[src/sv/uuid_text_codec_macros.svh]
// ----------------------------------------------------------------------------
// uuid text codec assertion macros
// shared concurrent assertion forms, clocked on clk with async reset rst_n
// ----------------------------------------------------------------------------
`ifndef UUID_TEXT_CODEC_MACROS_SVH
`define UUID_TEXT_CODEC_MACROS_SVH

// same-cycle implication
`define UTC_ASSERT_NOW(label, ante, cons, msg) \
    label: assert property (@(posedge clk) disable iff (!rst_n) (ante) |-> (cons)) \
        else $error(msg);

// next-cycle implication
`define UTC_ASSERT_NEXT(label, ante, cons, msg) \
    label: assert property (@(posedge clk) disable iff (!rst_n) (ante) |=> (cons)) \
        else $error(msg);

`endif

[src/sv/utc_pkg.sv]
// ----------------------------------------------------------------------------
// utc_pkg
// types, constants and character helpers of the uuid text codec
// ----------------------------------------------------------------------------
package utc_pkg;

    localparam int TEXT_LEN = 36;
    localparam int ID_W     = 128;
    localparam int NIB_CNT  = 32;
    localparam int POS_W    = 6;

    localparam logic [7:0] HYPHEN = 8'h2D;
    localparam logic [POS_W-1:0] LAST_POS = POS_W'(TEXT_LEN - 1);
    localparam logic [POS_W-1:0] END_POS  = POS_W'(TEXT_LEN);

    typedef enum logic [1:0] {
        OP_PARSE  = 2'd0,
        OP_FORMAT = 2'd1,
        OP_CLEAR  = 2'd2
    } opcode_t;

    typedef enum logic [1:0] {
        CMD_END    = 2'd0,
        CMD_FORMAT = 2'd1,
        CMD_CLEAR  = 2'd2
    } cmd_kind_t;

    typedef struct packed {
        cmd_kind_t       kind;
        logic            ok;
        logic [ID_W-1:0] id;
    } cmd_t;

    typedef struct packed {
        logic full;
        logic empty;
    } fifo_stat_t;

    function automatic logic is_hyphen_pos(input logic [POS_W-1:0] p);
        return (p == 6'd8) || (p == 6'd13) || (p == 6'd18) || (p == 6'd23);
    endfunction

    // nibble index of a digit position
    function automatic logic [4:0] nib_index(input logic [POS_W-1:0] p);
        logic [POS_W-1:0] n;
        n = p - POS_W'(p > 6'd8) - POS_W'(p > 6'd13)
              - POS_W'(p > 6'd18) - POS_W'(p > 6'd23);
        return n[4:0];
    endfunction

    // bit 4 set when the character is not a hex digit
    function automatic logic [4:0] hex_value(input logic [7:0] c);
        logic [4:0] v;
        if (c >= 8'h30 && c <= 8'h39)
        begin
            v = 5'(c - 8'h30);
        end
        else if (c >= 8'h41 && c <= 8'h46)
        begin
            v = 5'(c - 8'h37);
        end
        else if (c >= 8'h61 && c <= 8'h66)
        begin
            v = 5'(c - 8'h57);
        end
        else
        begin
            v = 5'd16;
        end
        return v;
    endfunction

    function automatic logic [7:0] hex_char(input logic [3:0] v);
        logic [7:0] c;
        if (v < 4'd10)
        begin
            c = 8'h30 + {4'd0, v};
        end
        else
        begin
            c = 8'h57 + {4'd0, v};
        end
        return c;
    endfunction

endpackage

[src/sv/utc_front.sv]
// ----------------------------------------------------------------------------
// utc_front
// accepts input words, tracks the parse in progress and queues commands
// ----------------------------------------------------------------------------
module utc_front (
    input  logic               clk,
    input  logic               rst_n,
    input  logic               s_axis_tvalid,
    output logic               s_axis_tready,
    input  logic [7:0]         s_axis_tdata,   // text_char
    input  logic [1:0]         s_axis_tuser,   // opcode
    input  logic               s_axis_tlast,   // char_last
    input  utc_pkg::fifo_stat_t fifo_stat,
    output logic               push,
    output utc_pkg::cmd_t      push_cmd
);
    import utc_pkg::*;

    logic [ID_W-1:0]  staging_reg, staging_next;
    logic [POS_W-1:0] pos_reg, pos_next;
    logic             err_reg, err_next;
    logic             accept;
    logic [4:0]       hex;
    logic [4:0]       nib;

    assign s_axis_tready = !fifo_stat.full;
    assign accept        = s_axis_tvalid && s_axis_tready;
    assign hex           = hex_value(s_axis_tdata);
    assign nib           = nib_index(pos_reg);

    always_comb
    begin
        staging_next  = staging_reg;
        pos_next      = pos_reg;
        err_next      = err_reg;
        push          = 1'b0;
        push_cmd.kind = CMD_END;
        push_cmd.ok   = 1'b0;
        push_cmd.id   = '0;
        if (accept)
        begin
            case (opcode_t'(s_axis_tuser))
                OP_PARSE:
                begin
                    if (pos_reg >= END_POS)
                    begin
                        err_next = 1'b1;
                    end
                    else
                    begin
                        if (is_hyphen_pos(pos_reg))
                        begin
                            if (s_axis_tdata != HYPHEN && hex[4])
                            begin
                                err_next = 1'b1;
                            end
                        end
                        else if (hex[4])
                        begin
                            err_next = 1'b1;
                        end
                        else
                        begin
                            for (int i = 0; i < NIB_CNT; i++)
                            begin
                                if (nib == 5'(i))
                                begin
                                    staging_next[ID_W-1-4*i -: 4] = hex[3:0];
                                end
                            end
                        end
                        pos_next = pos_reg + 1'b1;
                    end
                    if (s_axis_tlast)
                    begin
                        push          = 1'b1;
                        push_cmd.kind = CMD_END;
                        push_cmd.ok   = !err_next && (pos_next == END_POS);
                        push_cmd.id   = staging_next;
                        staging_next  = '0;
                        pos_next      = '0;
                        err_next      = 1'b0;
                    end
                end
                OP_FORMAT:
                begin
                    push          = 1'b1;
                    push_cmd.kind = CMD_FORMAT;
                end
                OP_CLEAR:
                begin
                    push          = 1'b1;
                    push_cmd.kind = CMD_CLEAR;
                end
                default:
                begin
                end
            endcase
        end
    end

    always_ff @(posedge clk or negedge rst_n)
    begin
        if (!rst_n)
        begin
            staging_reg <= '0;
            pos_reg     <= '0;
            err_reg     <= 1'b0;
        end
        else
        begin
            staging_reg <= staging_next;
            pos_reg     <= pos_next;
            err_reg     <= err_next;
        end
    end

endmodule

[src/sv/utc_cmd_fifo.sv]
// ----------------------------------------------------------------------------
// utc_cmd_fifo
// two-entry command queue between the front and back parts
// ----------------------------------------------------------------------------
module utc_cmd_fifo (
    input  logic                clk,
    input  logic                rst_n,
    input  logic                push,
    input  utc_pkg::cmd_t       push_cmd,
    input  logic                pop,
    output utc_pkg::cmd_t       head_cmd,
    output utc_pkg::fifo_stat_t fifo_stat
);
    import utc_pkg::*;

    cmd_t       entry_reg [2];
    logic       wr_ptr_reg, wr_ptr_next;
    logic       rd_ptr_reg, rd_ptr_next;
    logic [1:0] cnt_reg, cnt_next;
    logic       do_push, do_pop;

    assign fifo_stat.full  = (cnt_reg == 2'd2);
    assign fifo_stat.empty = (cnt_reg == 2'd0);
    assign head_cmd        = entry_reg[rd_ptr_reg];
    assign do_push         = push && !fifo_stat.full;
    assign do_pop          = pop && !fifo_stat.empty;

    always_comb
    begin
        wr_ptr_next = wr_ptr_reg ^ do_push;
        rd_ptr_next = rd_ptr_reg ^ do_pop;
        cnt_next    = cnt_reg + 2'(do_push) - 2'(do_pop);
    end

    always_ff @(posedge clk or negedge rst_n)
    begin
        if (!rst_n)
        begin
            wr_ptr_reg <= 1'b0;
            rd_ptr_reg <= 1'b0;
            cnt_reg    <= 2'd0;
        end
        else
        begin
            wr_ptr_reg <= wr_ptr_next;
            rd_ptr_reg <= rd_ptr_next;
            cnt_reg    <= cnt_next;
        end
    end

    always_ff @(posedge clk)
    begin
        if (do_push)
        begin
            entry_reg[wr_ptr_reg] <= push_cmd;
        end
    end

endmodule

[src/sv/utc_back.sv]
// ----------------------------------------------------------------------------
// utc_back
// holds the stored id, runs queued commands and drives the output register
// ----------------------------------------------------------------------------
module utc_back (
    input  logic                clk,
    input  logic                rst_n,
    input  utc_pkg::cmd_t       head_cmd,
    input  utc_pkg::fifo_stat_t fifo_stat,
    output logic                pop,
    output logic                m_axis_tvalid,
    input  logic                m_axis_tready,
    output logic [7:0]          m_axis_tdata,   // out_char
    output logic [2:0]          m_axis_tuser,   // parse_done, parse_ok, id_is_null
    output logic                m_axis_tlast    // out_last
);
    import utc_pkg::*;

    logic [ID_W-1:0]  stored_reg, stored_next;
    logic [POS_W-1:0] pos_reg, pos_next;
    logic             busy_reg, busy_next;
    logic             valid_reg, valid_next;
    logic [7:0]       char_reg, char_next;
    logic             last_reg, last_next;
    logic             done_reg, done_next;
    logic             ok_reg, ok_next;
    logic             null_reg, null_next;
    logic             load;
    logic [POS_W-1:0] fmt_pos;
    logic [4:0]       fmt_nib;
    logic [3:0]       fmt_val;
    logic [7:0]       fmt_char;

    assign load    = !valid_reg || m_axis_tready;
    assign fmt_pos = busy_reg ? pos_reg : '0;
    assign fmt_nib = nib_index(fmt_pos);

    always_comb
    begin
        fmt_val = '0;
        for (int i = 0; i < NIB_CNT; i++)
        begin
            if (fmt_nib == 5'(i))
            begin
                fmt_val = stored_reg[ID_W-1-4*i -: 4];
            end
        end
        fmt_char = is_hyphen_pos(fmt_pos) ? HYPHEN : hex_char(fmt_val);
    end

    always_comb
    begin
        stored_next = stored_reg;
        pos_next    = pos_reg;
        busy_next   = busy_reg;
        valid_next  = valid_reg;
        char_next   = char_reg;
        last_next   = last_reg;
        done_next   = done_reg;
        ok_next     = ok_reg;
        null_next   = null_reg;
        pop         = 1'b0;
        if (load)
        begin
            valid_next = 1'b0;
            if (busy_reg)
            begin
                valid_next = 1'b1;
                char_next  = fmt_char;
                last_next  = (pos_reg == LAST_POS);
                done_next  = 1'b0;
                ok_next    = 1'b0;
                null_next  = (stored_reg == '0);
                busy_next  = (pos_reg != LAST_POS);
                pos_next   = pos_reg + 1'b1;
            end
            else if (!fifo_stat.empty)
            begin
                pop = 1'b1;
                case (head_cmd.kind)
                    CMD_END:
                    begin
                        if (head_cmd.ok)
                        begin
                            stored_next = head_cmd.id;
                        end
                        valid_next = 1'b1;
                        char_next  = '0;
                        last_next  = 1'b1;
                        done_next  = 1'b1;
                        ok_next    = head_cmd.ok;
                        null_next  = (stored_next == '0);
                    end
                    CMD_FORMAT:
                    begin
                        valid_next = 1'b1;
                        char_next  = fmt_char;
                        last_next  = 1'b0;
                        done_next  = 1'b0;
                        ok_next    = 1'b0;
                        null_next  = (stored_reg == '0);
                        busy_next  = 1'b1;
                        pos_next   = POS_W'(1);
                    end
                    CMD_CLEAR:
                    begin
                        stored_next = '0;
                        valid_next  = 1'b1;
                        char_next   = '0;
                        last_next   = 1'b1;
                        done_next   = 1'b0;
                        ok_next     = 1'b0;
                        null_next   = 1'b1;
                    end
                    default:
                    begin
                    end
                endcase
            end
        end
    end

    always_ff @(posedge clk or negedge rst_n)
    begin
        if (!rst_n)
        begin
            stored_reg <= '0;
            pos_reg    <= '0;
            busy_reg   <= 1'b0;
            valid_reg  <= 1'b0;
        end
        else
        begin
            stored_reg <= stored_next;
            pos_reg    <= pos_next;
            busy_reg   <= busy_next;
            valid_reg  <= valid_next;
        end
    end

    always_ff @(posedge clk)
    begin
        char_reg <= char_next;
        last_reg <= last_next;
        done_reg <= done_next;
        ok_reg   <= ok_next;
        null_reg <= null_next;
    end

    assign m_axis_tvalid = valid_reg;
    assign m_axis_tdata  = char_reg;
    assign m_axis_tlast  = last_reg;
    assign m_axis_tuser  = {null_reg, ok_reg, done_reg};

endmodule

[src/sv/uuid_text_codec.sv]
// ----------------------------------------------------------------------------
// uuid_text_codec
// parses and formats the 36-character canonical text form of a 128-bit id
// ----------------------------------------------------------------------------
// channel   dir  tdata       tuser                            tlast
// s_axis    in   text_char   opcode                           char_last
// m_axis    out  out_char    parse_done, parse_ok, id_is_null out_last
//
// one input word per cycle while the command queue is not full
// parse end and clear give one output word; format gives 36, stalled by m_axis_tready
// front and back are split by a two-entry command queue; input stalls only when full
// async reset clears stored id, parse state and queue without waiting for a cycle
// ----------------------------------------------------------------------------
`include "uuid_text_codec_macros.svh"

module uuid_text_codec (
    input  logic       clk,
    input  logic       rst_n,
    input  logic       s_axis_tvalid,
    output logic       s_axis_tready,
    input  logic [7:0] s_axis_tdata,   // text_char
    input  logic [1:0] s_axis_tuser,   // opcode
    input  logic       s_axis_tlast,   // char_last
    output logic       m_axis_tvalid,
    input  logic       m_axis_tready,
    output logic [7:0] m_axis_tdata,   // out_char
    output logic [2:0] m_axis_tuser,   // parse_done, parse_ok, id_is_null
    output logic       m_axis_tlast    // out_last
);
    import utc_pkg::*;

    fifo_stat_t fifo_stat;
    cmd_t       push_cmd;
    cmd_t       head_cmd;
    logic       push;
    logic       pop;

    utc_front u_front (
        .clk           (clk),
        .rst_n         (rst_n),
        .s_axis_tvalid (s_axis_tvalid),
        .s_axis_tready (s_axis_tready),
        .s_axis_tdata  (s_axis_tdata),
        .s_axis_tuser  (s_axis_tuser),
        .s_axis_tlast  (s_axis_tlast),
        .fifo_stat     (fifo_stat),
        .push          (push),
        .push_cmd      (push_cmd)
    );

    utc_cmd_fifo u_fifo (
        .clk       (clk),
        .rst_n     (rst_n),
        .push      (push),
        .push_cmd  (push_cmd),
        .pop       (pop),
        .head_cmd  (head_cmd),
        .fifo_stat (fifo_stat)
    );

    utc_back u_back (
        .clk           (clk),
        .rst_n         (rst_n),
        .head_cmd      (head_cmd),
        .fifo_stat     (fifo_stat),
        .pop           (pop),
        .m_axis_tvalid (m_axis_tvalid),
        .m_axis_tready (m_axis_tready),
        .m_axis_tdata  (m_axis_tdata),
        .m_axis_tuser  (m_axis_tuser),
        .m_axis_tlast  (m_axis_tlast)
    );

    `UTC_ASSERT_NOW(a_no_overflow, push, !fifo_stat.full, "command pushed into full queue")
    `UTC_ASSERT_NOW(a_no_underflow, pop, !fifo_stat.empty, "command popped from empty queue")
    `UTC_ASSERT_NOW(a_ok_is_done, m_axis_tvalid && m_axis_tuser[1],
        m_axis_tuser[0] && m_axis_tlast && (m_axis_tdata == 8'h00),
        "parse ok outside a parse end word")
    `UTC_ASSERT_NEXT(a_clear_null, pop && (head_cmd.kind == CMD_CLEAR),
        m_axis_tvalid && m_axis_tuser[2] && m_axis_tlast,
        "clear word does not report null id")

endmodule
[config.mk]
export PLATFORM = sky130hd
export DESIGN_NAME = uuid_text_codec
export DESIGN_NICKNAME = d
export VERILOG_FILES = /design/src/sv/utc_pkg.sv /design/src/sv/utc_front.sv /design/src/sv/utc_cmd_fifo.sv /design/src/sv/utc_back.sv /design/src/sv/uuid_text_codec.sv
export VERILOG_INCLUDE_DIRS = /design/src /design/src/sv
export SDC_FILE = /design/constraint.sdc
export NUM_CORES = 1
export LEC_CHECK = 0
export BUFFER_PORTS_ARGS = -buffer_cell sky130_fd_sc_hd__buf_2
export CAP_MARGIN = 20
export CORE_ASPECT_RATIO = 0.8
export CORE_MARGIN = 10
export CORE_UTILIZATION = 45
export DETAILED_ROUTE_END_ITERATION = 8
export SLEW_MARGIN = 20
export SYNTH_ARGS = -nofsm -noshare
export SYNTH_HDL_FRONTEND = slang
export SYNTH_SLANG_ARGS = --single-unit
[constraint.sdc]
create_clock -name clk -period 6.8 [get_ports clk]
set_input_delay 0.34 -clock clk [delete_from_list [all_inputs] [get_ports clk]]
set_output_delay 0.34 -clock clk [all_outputs]
set_load 0.02 [all_outputs]
# --- Yosys cells after proc, flatten, opt, wreduce, memory -nomap -nowiden ---
# Memory sizes are Yosys's and may differ from the RTL's.
# Cells that the tools add are included.
totals:
  reg_bits: 287
  mem_bits_rw: 262
  inputBits: 15
  out_inout_bits: 14
  wordCells: 299
  n_memories: 1
op_classes:
  addsub: 17
  order_cmp: 16
  n_eq_ne: 80
  mux: 125
  bitwise: 4
  n_reduce_logical: 41
mem_list:
  columns: ["name", "depth", "word_bits", "read_ports", "rd_ports_with_merged_regs", "wr", "line_no", "rtl"]
  rows:
  - ["u_fifo.entry_reg", 2, 131, 1, 0, 1, "utc_cmd_fifo.sv:16", "cmd_t entry_reg [2];"]
op_table:
  columns: ["operator", "n"]
  rows:
  - ["2-to-1 mux 128 bit", 9]
  - ["2-to-1 mux 129 bit", 2]
  - ["logical NOT 128 bit", 2]
  - ["2-to-1 mux 4 bit", 64]
  - ["one-hot mux 128 bit (2 select lines)", 1]
  - ["equality test 5 bit, second input constant", 32]
  - ["2-to-1 mux 131 bit", 1]
  - ["equality test 5 x 4 -> 1 bit, second input constant", 16]
  - ["2-to-1 mux 6 bit", 8]
  - ["equality test 5 x 3 -> 1 bit, second input constant", 8]
  - ["subtractor 5 x 1 -> 5 bit", 8]
  - ["2-to-1 mux 8 bit", 4]
  - ["2-to-1 mux 1 bit", 26]
  - ["equality test 6 x 4 -> 1 bit, second input constant", 4]
  - ["equality test 6 x 5 -> 1 bit, second input constant", 4]
  - ["greater-than comparator 6 x 4 -> 1 bit, second input constant", 4]
  - ["greater-than comparator 6 x 5 -> 1 bit, second input constant", 4]
  - ["equality test 5 x 2 -> 1 bit, second input constant", 4]
  - ["greater-or-equal comparator 8 x 7 -> 1 bit, second input constant", 2]
  - ["less-or-equal comparator 8 x 7 -> 1 bit, second input constant", 2]
  - ["one-hot mux 8 bit (2 select lines)", 1]
  - ["2-to-1 mux 5 bit", 3]
  - ["subtractor 5 bit, second input constant", 3]
  - ["adder 6 x 1 -> 6 bit, second input constant", 2]
  - ["33 further kinds", 69]

# --- Depth between registers and ports, before layout ---
# Gate-level depths: netlist of the first run.
logic_depth:
  word_depth: 45
  ltp_mapped: 25
  depth_no_buf: 21

# --- Cells and area by module ---
# A second synthesis of the first run with hierarchy kept.
hier_totals:
  hier_cells: 2819
  hier_area_um2: 29698.5
modules_own_cells:
  columns: ["mod", "instances", "cells_each", "area_per_inst_um2", "seq_area_each_um2"]
  rows:
  - ["utc_cmd_fifo", 1, 428, 10003.3, 7967.6]
  - ["utc_front", 1, 1188, 9950.8, 3378.2]
  - ["utc_back", 1, 1203, 9744.3, 3733.6]

# --- Worst setup path before layout of the first run ---
# Ideal clock, no wire load.
synth_timing:
  path_kind: "register to register"
  start: "register u_back.busy_reg"
  end: "register u_back.char_reg[2] (netlist: u_back.m_axis_tdata[2]) (data pin)"
  setup_ns: 0.268
  arrival_ns: 5.208
  required_ns: 6.532
  setup_slack_ns: 1.324
  stages_incl_launch_ff: 22
  path_buffers: 5
  synth_period_minus_slack_ns: 5.476
  cell_sequence: "dfrtp_1 -> clkbuf_1 -> clkbuf_1 -> o21ai_0 -> fa_1 -> inv_1 -> fa_1 -> xor2_1 -> ha_1 -> or2_2 -> inv_1 -> fa_1 -> buf_2 -> clkbuf_1 -> clkbuf_1 -> mux4_2 -> nand4_1 -> nand4_1 -> o21ai_0 -> ha_1 -> o2111a_1 -> a311oi_1"
synth_via:
  elab_chain_cells: 45
  word_cells_on_any_way: 88
  cone_classes: "add/sub (6); order compare (5); eq/ne (35); mux (38); reduce/logical (4)"
synth_lines:
  columns: ["item", "line_no", "rtl"]
  rows:
  - ["start: declaration", "utc_back.sv:21", "logic busy_reg, busy_next;"]
  - ["start signal: assignment", "utc_back.sv:136", "busy_reg <= busy_next;"]
  - ["2-to-1 mux 6 bit", "utc_back.sv:35", "assign fmt_pos = busy_reg ? pos_reg : '0;"]
  - ["greater-than comparator 6 x 4 -> 1 bit", "utc_pkg.sv:46", "n = p - POS_W'(p > 6'd8) - POS_W'(p > 6'd13)"]
  - ["subtractor 5 x 1 -> 5 bit (2 in a row)", "utc_pkg.sv:46", null]
  - ["subtractor 5 x 1 -> 5 bit (2 in a row)", "utc_pkg.sv:47", "- POS_W'(p > 6'd18) - POS_W'(p > 6'd23);"]
  - ["logical NOT 5 bit", "utc_back.sv:43", "if (fmt_nib == 5'(i))"]
  - ["2-to-1 mux 4 bit (32 in a row)", "utc_back.sv:43", null]
  - ["adder 7 x 4 -> 8 bit, or another cell as far along", "utc_pkg.sv:81", "c = 8'h57 + {4'd0, v};"]
  - ["2-to-1 mux 8 bit", "utc_pkg.sv:75", "if (v < 4'd10)"]
  - ["2-to-1 mux 8 bit", "utc_back.sv:48", "fmt_char = is_hyphen_pos(fmt_pos) ? HYPHEN : hex_char(fmt_val);"]
  - ["one-hot mux 8 bit (2 select lines)", "utc_back.sv:80", "case (head_cmd.kind)"]
  - ["2-to-1 mux 8 bit", "utc_back.sv:77", "else if (!fifo_stat.empty)"]
  - ["2-to-1 mux 8 bit *", "utc_back.sv:66", "if (busy_reg)"]
  - ["end signal: assignment", "utc_back.sv:143", "char_reg <= char_next;"]
  - ["end: declaration", "utc_back.sv:23", "logic [7:0] char_reg, char_next;"]
# Every way passes the cells marked *; elsewhere a longest branch is shown, timed or not. The select of a mux whose other input is x is not followed.
# A chain may end at the register's enable or synchronous reset.

==> results of run 1 <==
==> final cells by class <==
type,instances,area share (%)
sequential,548,48.72
multi-input combinational,1913,38.95
clock buffer,92,5.659
tap,830,3.355
timing repair buffer,88,2.247
clock inverter,16,0.6912
inverter,30,0.3638
antenna,1,0.008084
==> cells in the mapped netlist (5+ instances only) <==
library cell / instances
sky130_fd_sc_hd__nor2b_1: 8
sky130_fd_sc_hd__nand4_1: 47
sky130_fd_sc_hd__edfxtp_1: 273
sky130_fd_sc_hd__and2_1: 5
sky130_fd_sc_hd__nand2b_1: 8
sky130_fd_sc_hd__a22oi_1: 12
sky130_fd_sc_hd__a31oi_1: 8
sky130_fd_sc_hd__buf_2: 31
sky130_fd_sc_hd__xnor2_1: 7
sky130_fd_sc_hd__nor3_1: 44
sky130_fd_sc_hd__nor4_1: 42
sky130_fd_sc_hd__a22o_1: 5
sky130_fd_sc_hd__fa_1: 9
sky130_fd_sc_hd__mux4_2: 11
sky130_fd_sc_hd__and3_1: 12
sky130_fd_sc_hd__nand3_1: 31
sky130_fd_sc_hd__xor2_1: 12
sky130_fd_sc_hd__mux2_2: 8
sky130_fd_sc_hd__nor2_1: 303
sky130_fd_sc_hd__clkbuf_1: 141
sky130_fd_sc_hd__nand2_1: 351
sky130_fd_sc_hd__buf_1: 11
sky130_fd_sc_hd__nor2_2: 8
sky130_fd_sc_hd__buf_4: 30
sky130_fd_sc_hd__mux2i_1: 300
sky130_fd_sc_hd__o31ai_1: 121
sky130_fd_sc_hd__o21ai_1: 32
sky130_fd_sc_hd__a211oi_2: 6
sky130_fd_sc_hd__ha_1: 27
sky130_fd_sc_hd__inv_1: 29
sky130_fd_sc_hd__dfrtp_1: 275
sky130_fd_sc_hd__o22ai_1: 6
sky130_fd_sc_hd__nand2_2: 9
sky130_fd_sc_hd__a211oi_1: 68
sky130_fd_sc_hd__o21ai_0: 154
sky130_fd_sc_hd__a21oi_1: 189
==> critical path, delay by kind of cell (launching register included) <==
| family | cells | cell delay [ns] |
|---|---|---|
| xor gates and xnor gates | 1 | 0.27 |
| DFF | 1 | 0.45 |
| and+or+nand+nor | 8 | 1.45 |
| adders and majority gates | 6 | 2.42 |
| buffers and inverters | 4 | 0.51 |
| AOI/OAI and AO/OA | 2 | 0.82 |
==> timing repair <==
item                                   4_1_cts  5_1_grt
endpoints found under the hold margin       65        0
resized for setup                            0        0
hold buffers                                 1        0
==> metal layers <==
layer,GRT usage [%],vias up,part of all wire [%]
li1,-,9727,-
met1,36.19,10712,46
met2,35.20,841,43
met3,5.238,144,8.6
met4,6.627,4,2.6
met5,0,-,0.026
==> power by group <==
group	switching, mW	internal (mW)	total (mW)
registers	1.02	4.35	5.37
logic	3.96	1.95	5.91
clock network	1.35	1.91	3.26
total	6.33	8.21	14.5
==> worst paths after layout <==
check                                           end          startpoint  depth (start not counted)
max in group asynchronous         u_fifo.rd_ptr_reg               rst_n                          3
min reg2reg                         u_front.err_reg     u_front.err_reg                          1
min in group asynchronous  u_front.staging_reg[111]               rst_n                          2
max reg2reg                 u_fifo.entry_reg[1][73]  u_front.pos_reg[0]                         21
min                        u_fifo.entry_reg[0][129]       s_axis_tvalid                          2
max                         u_fifo.entry_reg[1][73]  u_front.pos_reg[0]                         21
==> kinds of logic after synthesis <==
logic type | synth area share [%]
and+or+nand+nor | 13.97
xor gates and xnor gates | 0.5907
other | 0.01331
buffers and inverters | 4.069
adders and majority gates | 1.839
muxes | 11.95
DFF | 53.53
AOI/OAI and AO/OA | 14.04
==> flow_results.org, run 1 <==
** Outcome
- Status :: finished, final reports clean

** Finish
- The library cell used most frequently in the layout, excluding fill and tap cells, is sky130_fd_sc_hd__nand2_1.
- Post-layout instance area :: slightly above 30000 µm²
- Sequential cell area :: between 15000 and 20000 µm²
- Area taken by multi-input logic gates :: approximately 12000 µm²
- Fill cells :: ~5600
- Synth-to-Final Area Change :: 9.891%
- At the end of the flow the core is filled with cells to around 50%.
- The register with the most flip-flops in the layout has 262 of them.
- Layout cell share with drive strength beyond 1 :: under 10%
- The top cell types in the final layout, fill and taps aside, are sky130_fd_sc_hd__nand2_1, sky130_fd_sc_hd__nor2_1, sky130_fd_sc_hd__mux2i_1.
- Final non-filler cell total :: around 3500
- NumNets Final :: approximately 2700

** Timing
- The count of final hold-check violations came to 0.
- In the post-route analysis, the smallest setup slack over all paths is ~0.63 ns.
- Adding up every negative setup slack in the final design gives 0 ns.
- Unrepaired setup endpoints after global routing :: false
- The worst pin sits at a relative slew slack of 31.22%.
- Post-Route Hold Slack :: about 0.099 ns
- The number of max-slew violations in the final report was 0.
- After layout, the minimum clock period comes to between 6 and 7 ns.
- Final setup violation count :: 0
- Actual slew at the worst max-slew pin :: slightly above 1 ns
- Maximum frequency from static timing analysis :: 162.1 MHz
- Share of the clock period used by the worst path after layout :: between 90% and 100%
- Worst setup skew after layout :: 0.02041 ns

** Detailed routing
- Violation count after the first detailed-route iteration :: around 2600
- The first TritonRoute pass finished after 8 iterations.
- In the routed layout, each cell is associated on average with a via count of around 6.1.
- Wire length after detailed routing :: ~91 mm
- Dividing the detail-routed wire length by the instance count gives about 26 µm.
- The detailed router placed roughly 21000 vias in this run.
- Antenna violation net count after detailed routing :: 0
- Drc violations :: 0

** Synth
- Number of distinct standard cells referenced by the synthesized netlist :: 86
- Syn Nets :: 2762
- The mapped netlist covers about 28000 µm².
- Avg Synthesized Cell Area :: around 10 µm²
- Ranking of synthesized cells by area :: sky130_fd_sc_hd__edfxtp_1, sky130_fd_sc_hd__dfrtp_1, sky130_fd_sc_hd__mux2i_1
- Proportion of synthesized flip-flops having asynchronous set or reset :: around half
- Summed over all instances, the cell type with the most area after synthesis is sky130_fd_sc_hd__edfxtp_1.
- In this run, synthesis inferred ~270 flip-flops with an integrated enable.
- During synthesis, Yosys emitted a total of 0 warnings.
- In the synthesized netlist the dominant register cell turns out to be sky130_fd_sc_hd__dfrtp_1.
- Seq/Total Area, Yosys :: 53.53%
- Post-synthesis sequential element count :: approximately 550
- Synth Instances :: 2711
- In this run the biggest area consumer among cell types represents roughly 29% of the synthesized area.

** Die
- Vertical die dimension :: around 240 µm
- The floorplan step defined a die boundary enclosing 73070 µm².
- Row generation in the floorplan step produced 81 rows.
- Ports :: 29
- The region available for standard cell placement spans ~60000 µm².
- The initial utilization of the core area, before any placement, comes to a little under half.
- Die span in x :: ~300 µm

** Placed design
- Global placement routability congestion :: between 0.9 and 1
- After detailed placement, the design holds a cell count of 3408.
- Buffers added on ports :: 27
- Detailed placement ended at an HPWL of approximately 62 mm.
- Summing all placed instances gives a cell area of a little under 30000 µm².
- Prior to clock tree synthesis, the placed netlist has a worst setup slack of between 0.7 and 0.8 ns.

** Clocking
- Clock tree from TritonCTS :: built
- Counting the buffers created by CTS gives 57.
- Clock transition at the registers of the reported paths :: 0.06 ns
- Deepest clock path buffer count :: 3
- Root buffer cell :: sky130_fd_sc_hd__clkbuf_16
- The clock drives between 500 and 600 sinks.
- CTS built an H-tree with a depth of 2.
- The later pin in the worst-skew pair is clocked with a latency of approximately 0.63 ns.
- Buffers added to address setup during post-CTS repair amount to 0.

** Setup path
- The critical path is of the reg2reg type.
- Of all nets on the critical path, the largest fanout is 11.
- The setup check on the worst reg-to-reg path leaves a slack of around 0.63 ns.
- At the worst endpoint, the required time is about 7.2 ns.
- The largest individual stage delay along the critical path comes from the cell sky130_fd_sc_hd__nor2_1.
- In this design, the critical path's most frequently occurring cell is sky130_fd_sc_hd__nor2_1.
- STA classifies the critical path endpoint as a flop.
- At the worst endpoint, the arrival time is 6.54 ns.
- Kind of start point of the critical path :: flop
- The largest single stage delay on the critical path is a little under 0.7 ns.
- The signal on the critical path passes through inv_1 -> ha_1 -> nor2_1 -> a311oi_1 -> fa_1 -> fa_1 -> inv_1 -> fa_1 -> inv_1 -> ha_1 -> nor2_1 -> fa_1 -> nand2_1 -> nor2_1 -> xnor2_1 -> inv_1 -> nor2_2 -> nand2_2 -> nor2_1 -> nor2_1 -> a211oi_1.

** Global routing
- Global routing consumed, over all layers together, 24.34% of the routing resources.
- Pin count of the biggest net entering global routing :: between 150 and 200
- The number of global-route vias before repair came to 20359.
- Number of antenna violations at the first check in global routing :: 2
- The first global-routing pass estimated about 140 mm of wire.
- The total overflow left after global routing is 0.

** Power and ir drop
- Total power for the finished layout comes to around 15 mW.
- Dividing total power by cell area gives a power density of ~470 nW/µm².
- Standby leakage power :: 12.49 nW
- Worst IR drop on VDD :: between 0.0003 and 0.0004 V

** Job
- Across the run, the number of max-cap violations was 0.

** Hold path
- Worst hold path class :: in2reg
(Power assumes the default switching activity.)
==> run 2, diff against run 1 <==
- ABC_AREA: not set -> 1
==> flow_results.org, run 2 <==
** Clocking
- The clock passes through at most 3 buffers.
- Maximum level of the CTS H-tree :: 2
- The tree built by TritonCTS fans out to between 500 and 600 sinks.
- Clock-pin slew was measured on the worst setup and hold paths at roughly 0.06 ns.
- Worst skew pair latency :: roughly 0.61 ns
- Clock tree from TritonCTS :: built
- Root buffer cell :: sky130_fd_sc_hd__clkbuf_16
- Number of CTS-inserted buffers :: 56

** Synth
- Counting flops with a built-in enable in the synthesized netlist gives around 270.
- In this run the biggest area consumer among cell types represents between 30% and 40% of the synthesized area.
- Dominant register cell in the synthesized netlist :: sky130_fd_sc_hd__dfrtp_1
- By area the synthesized netlist is led by sky130_fd_sc_hd__edfxtp_1, sky130_fd_sc_hd__dfrtp_1, sky130_fd_sc_hd__nand2_1.
- The share of the Yosys chip area taken by registers is approximately three fifths.
- Synthesis produced a netlist whose cell count is roughly 2800.
- After synthesis the cells add up to 25980 µm².
- Synthesis inferred 548 register bits.
- Syn Nets :: between 2000 and 3000
- For this run, asynchronously set or reset flops after synthesis account for between 50% and 60%.
- Among all cell types in the netlist, the one instantiated most often is sky130_fd_sc_hd__nand2_1.
- The commonest cells after synthesis are sky130_fd_sc_hd__nand2_1, sky130_fd_sc_hd__o21ai_0, sky130_fd_sc_hd__inv_1, sky130_fd_sc_hd__dfrtp_1, sky130_fd_sc_hd__edfxtp_1.
- Number of distinct standard cells referenced by the synthesized netlist :: 48
- The synthesized design spends more area on one cell type than any other, namely sky130_fd_sc_hd__edfxtp_1.
- Total of warnings raised by yosys :: 0
- Avg Synthesized Cell Area :: ~9 µm²

** Global routing
- Pin count of the biggest net entering global routing :: around 160
- Total GRT Usage :: 21.99%
- Number of global-route vias before repair :: 20006
- Global route total overflow :: 0
- The first global-routing pass estimated ~120 mm of wire.
- Number of antenna violations at the first check in global routing :: 1

** Setup path
- Slowest stage cell on the critical path :: sky130_fd_sc_hd__fa_2
- Setup CP Type :: reg2reg
- In this run the number of cells on the critical path is 43.
- Worst-case register-to-register setup slack :: around 0.64 ns
- CP delay by family, top :: simple AND/OR/NAND/NOR gates
- Worst r2r dst :: u_back.m_axis_tdata[2]
- On the worst path, the slowest cell contributes a delay of about 0.53 ns.
- Dominant cell type by count on the critical path :: sky130_fd_sc_hd__nor2_1
- Critical path capture point :: u_back.m_axis_tdata[2]
- STA classifies the critical path endpoint as a flop.
- Along the worst path, the maximum fanout reaches 7.
- The worst setup path is launched from a flop.
- Reg-to-reg startpoint :: u_back.busy_reg
- Count of buffer and inverter cells on the critical path :: 7
- Measured in cells, the most critical reg-to-reg path has a length of 43.
- In this run the worst setup path begins at u_back.busy_reg.
- Data on the critical path is required at its endpoint by 7.15 ns.
- For the worst setup path, the data arrival time is 6.51 ns.

** Detailed routing
- For this run, the detailed router's first-pass iteration total came to 5.
- Via total after detailed routing :: 20849
- In the routed design, unresolved DRC markers number 0.
- Antenna violation net count after detailed routing :: 0
- Drt via density :: between 5 and 6
- For this block, the initial DRC count from the detailed router was between 1500 and 2000.
- In the final routed layout, each cell accounts on average for 20.99 µm.
- The routed design has ~76 mm of wire.

** Finish
- Synth-to-Final Area Change :: 11.12%
- Max reg flops :: around 260
- Most common library cell in the layout ignoring fill and taps :: sky130_fd_sc_hd__nand2_1
- Once layout is done, the placed cells without fillers occupy ~29000 µm².
- Cells fill between 50% and 60% of the core in the end.
- NumNets Final :: roughly 2900
- The count of cells in the finished layout, fillers not included, comes to 3614.
- Layout cell share with drive strength beyond 1 :: ~7.7%
- Leaving out fill and tap cells, the most frequent cells in the layout are sky130_fd_sc_hd__nand2_1, sky130_fd_sc_hd__o21ai_0, sky130_fd_sc_hd__inv_1.

** Timing
- The final critical path takes up 90.62% of the cycle.
- Smallest setup slack after layout :: between 0.6 and 0.7 ns
- Post-Route Hold Slack :: 0.1213 ns
- Setup violations remaining at the end of the flow were counted as 0.
- At the pin with the least slew margin, the transition time is about 1.1 ns.
- Setup total negative slack on the finished layout was measured at 0 ns.
- Max transition margin :: about a quarter
- Final count of hold timing violations :: 0
- The number of max-slew violations in the final report was 0.
- Worst setup skew after layout :: roughly 0.019 ns
- The routed design could run at a clock period as short as around 6.2 ns.
- Based on the critical path, the design can be clocked at up to between 150 and 200 MHz.

** Job
- The tool flagged a number of max-cap violations equal to 0.

** Placed design
- Worst Setup Slack post-DPL :: approximately 0.35 ns
- Standard cell area after detailed placement :: 26880 µm²
- Buffers added on ports :: 27
- Count of placed standard cells including taps :: about 3500
- The HPWL after detailed placement is between 40 and 50 mm.
- The congestion estimate from routability-driven global placement came to 0.9048.

** Power and ir drop
- IR analysis of the VDD net gives a maximum drop of around 0.00031 V.
- Post-layout total power :: approximately 14 mW
- The analysis attributes to cell leakage a power of ~12 nW.
- For this design the ratio of total power to cell area is about 500 nW/µm².

** Hold path
- Along the worst hold path, the cell count comes to 4.
- The tightest min-delay check is of the in2reg type.

** Die
- Once the floorplan was initialized, standard cells occupied 45.67% of the core.
- Area of the placeable core :: between 50000 and 60000 µm²
- In this run the count of I/O pins placed on the die edge is 29.
- Die span in x :: 288.7 µm
- The floorplan step defined a die boundary enclosing ~68000 µm².
- The floorplan has 78 rows.
- Vertical die dimension :: around 230 µm

** Outcome
- The run finished with clean final reports.
[run 2: worst min-delay path by stage]
stage	slack, ns	startpoint	end
after detailed placement	0.52	rst_n	u_front.staging_reg[104]
after CTS	0.1	m_axis_tready	u_back.m_axis_tvalid
after global routing	0.14	m_axis_tready	u_back.m_axis_tvalid
after global placement	0.51	rst_n	u_front.staging_reg[104]
after floorplan	0.04	rst_n	u_back.busy_reg
final	0.12	m_axis_tready	u_back.m_axis_tvalid
[run 2: metal layers]
metal | track usage, % | part of all wire, % | vias to the layer above
li1 | - | - | 9751
met5 | 0 | 0.017 | -
met1 | 32.82 | 47 | 10248
met3 | 5.407 | 8.2 | 111
met4 | 6.163 | 2.4 | 2
met2 | 31.14 | 42 | 737
[run 2: repair_timing]
action / 4_1_cts / 5_1_grt
setup endpoints to repair: 0 / 6
resized for setup: 0 / 10
endpoints found under the hold margin: 118 / 0
setup buffers: 0 / 1
hold buffers: 1 / 0
[run 2: kinds of logic (layout without fill, tap and decap cells)]
group	after synthesis	after routing	share of synthesized area, %
other	1	2	0.01443
xor gates and xnor gates	13	13	0.4671
adders and majority gates	36	36	1.993
AOI/OAI and AO/OA	638	638	13.47
and+or+nand+nor	1139	1139	19.13
buffers and inverters	461	478	6.890
DFF	548	548	58.03
[run 2: power by group]
group	switching (mW)	total, mW	internal (mW)
Clock	1.32	3.29	1.97
Combinational	4.34	6.22	1.88
Sequential	0.523	4.89	4.37
Total	6.18	14.4	8.22
[run 2: cell type report]
type | count | area, µm²
timing repair buffer | 70 | 508.0
fill | 5176 | 28020
tap | 760 | 950.9
antenna | 1 | 2.502
multi-input combinational | 1827 | 9228
sequential | 548 | 15080
inverter | 305 | 1150
clock inverter | 33 | 416.7
clock buffer | 70 | 1535
[run 2: worst reg2reg max path, delay by kind of cell (launching register included)]
kind	cells	cell delay [ns]
AO/OA/AOI/OAI	4	0.50
XOR/XNOR	1	0.15
adder cells (fa/ha/maj)	5	1.76
buffers and inverters	7	0.59
flip-flops	1	0.45
AND/OR/NAND/NOR	26	2.46
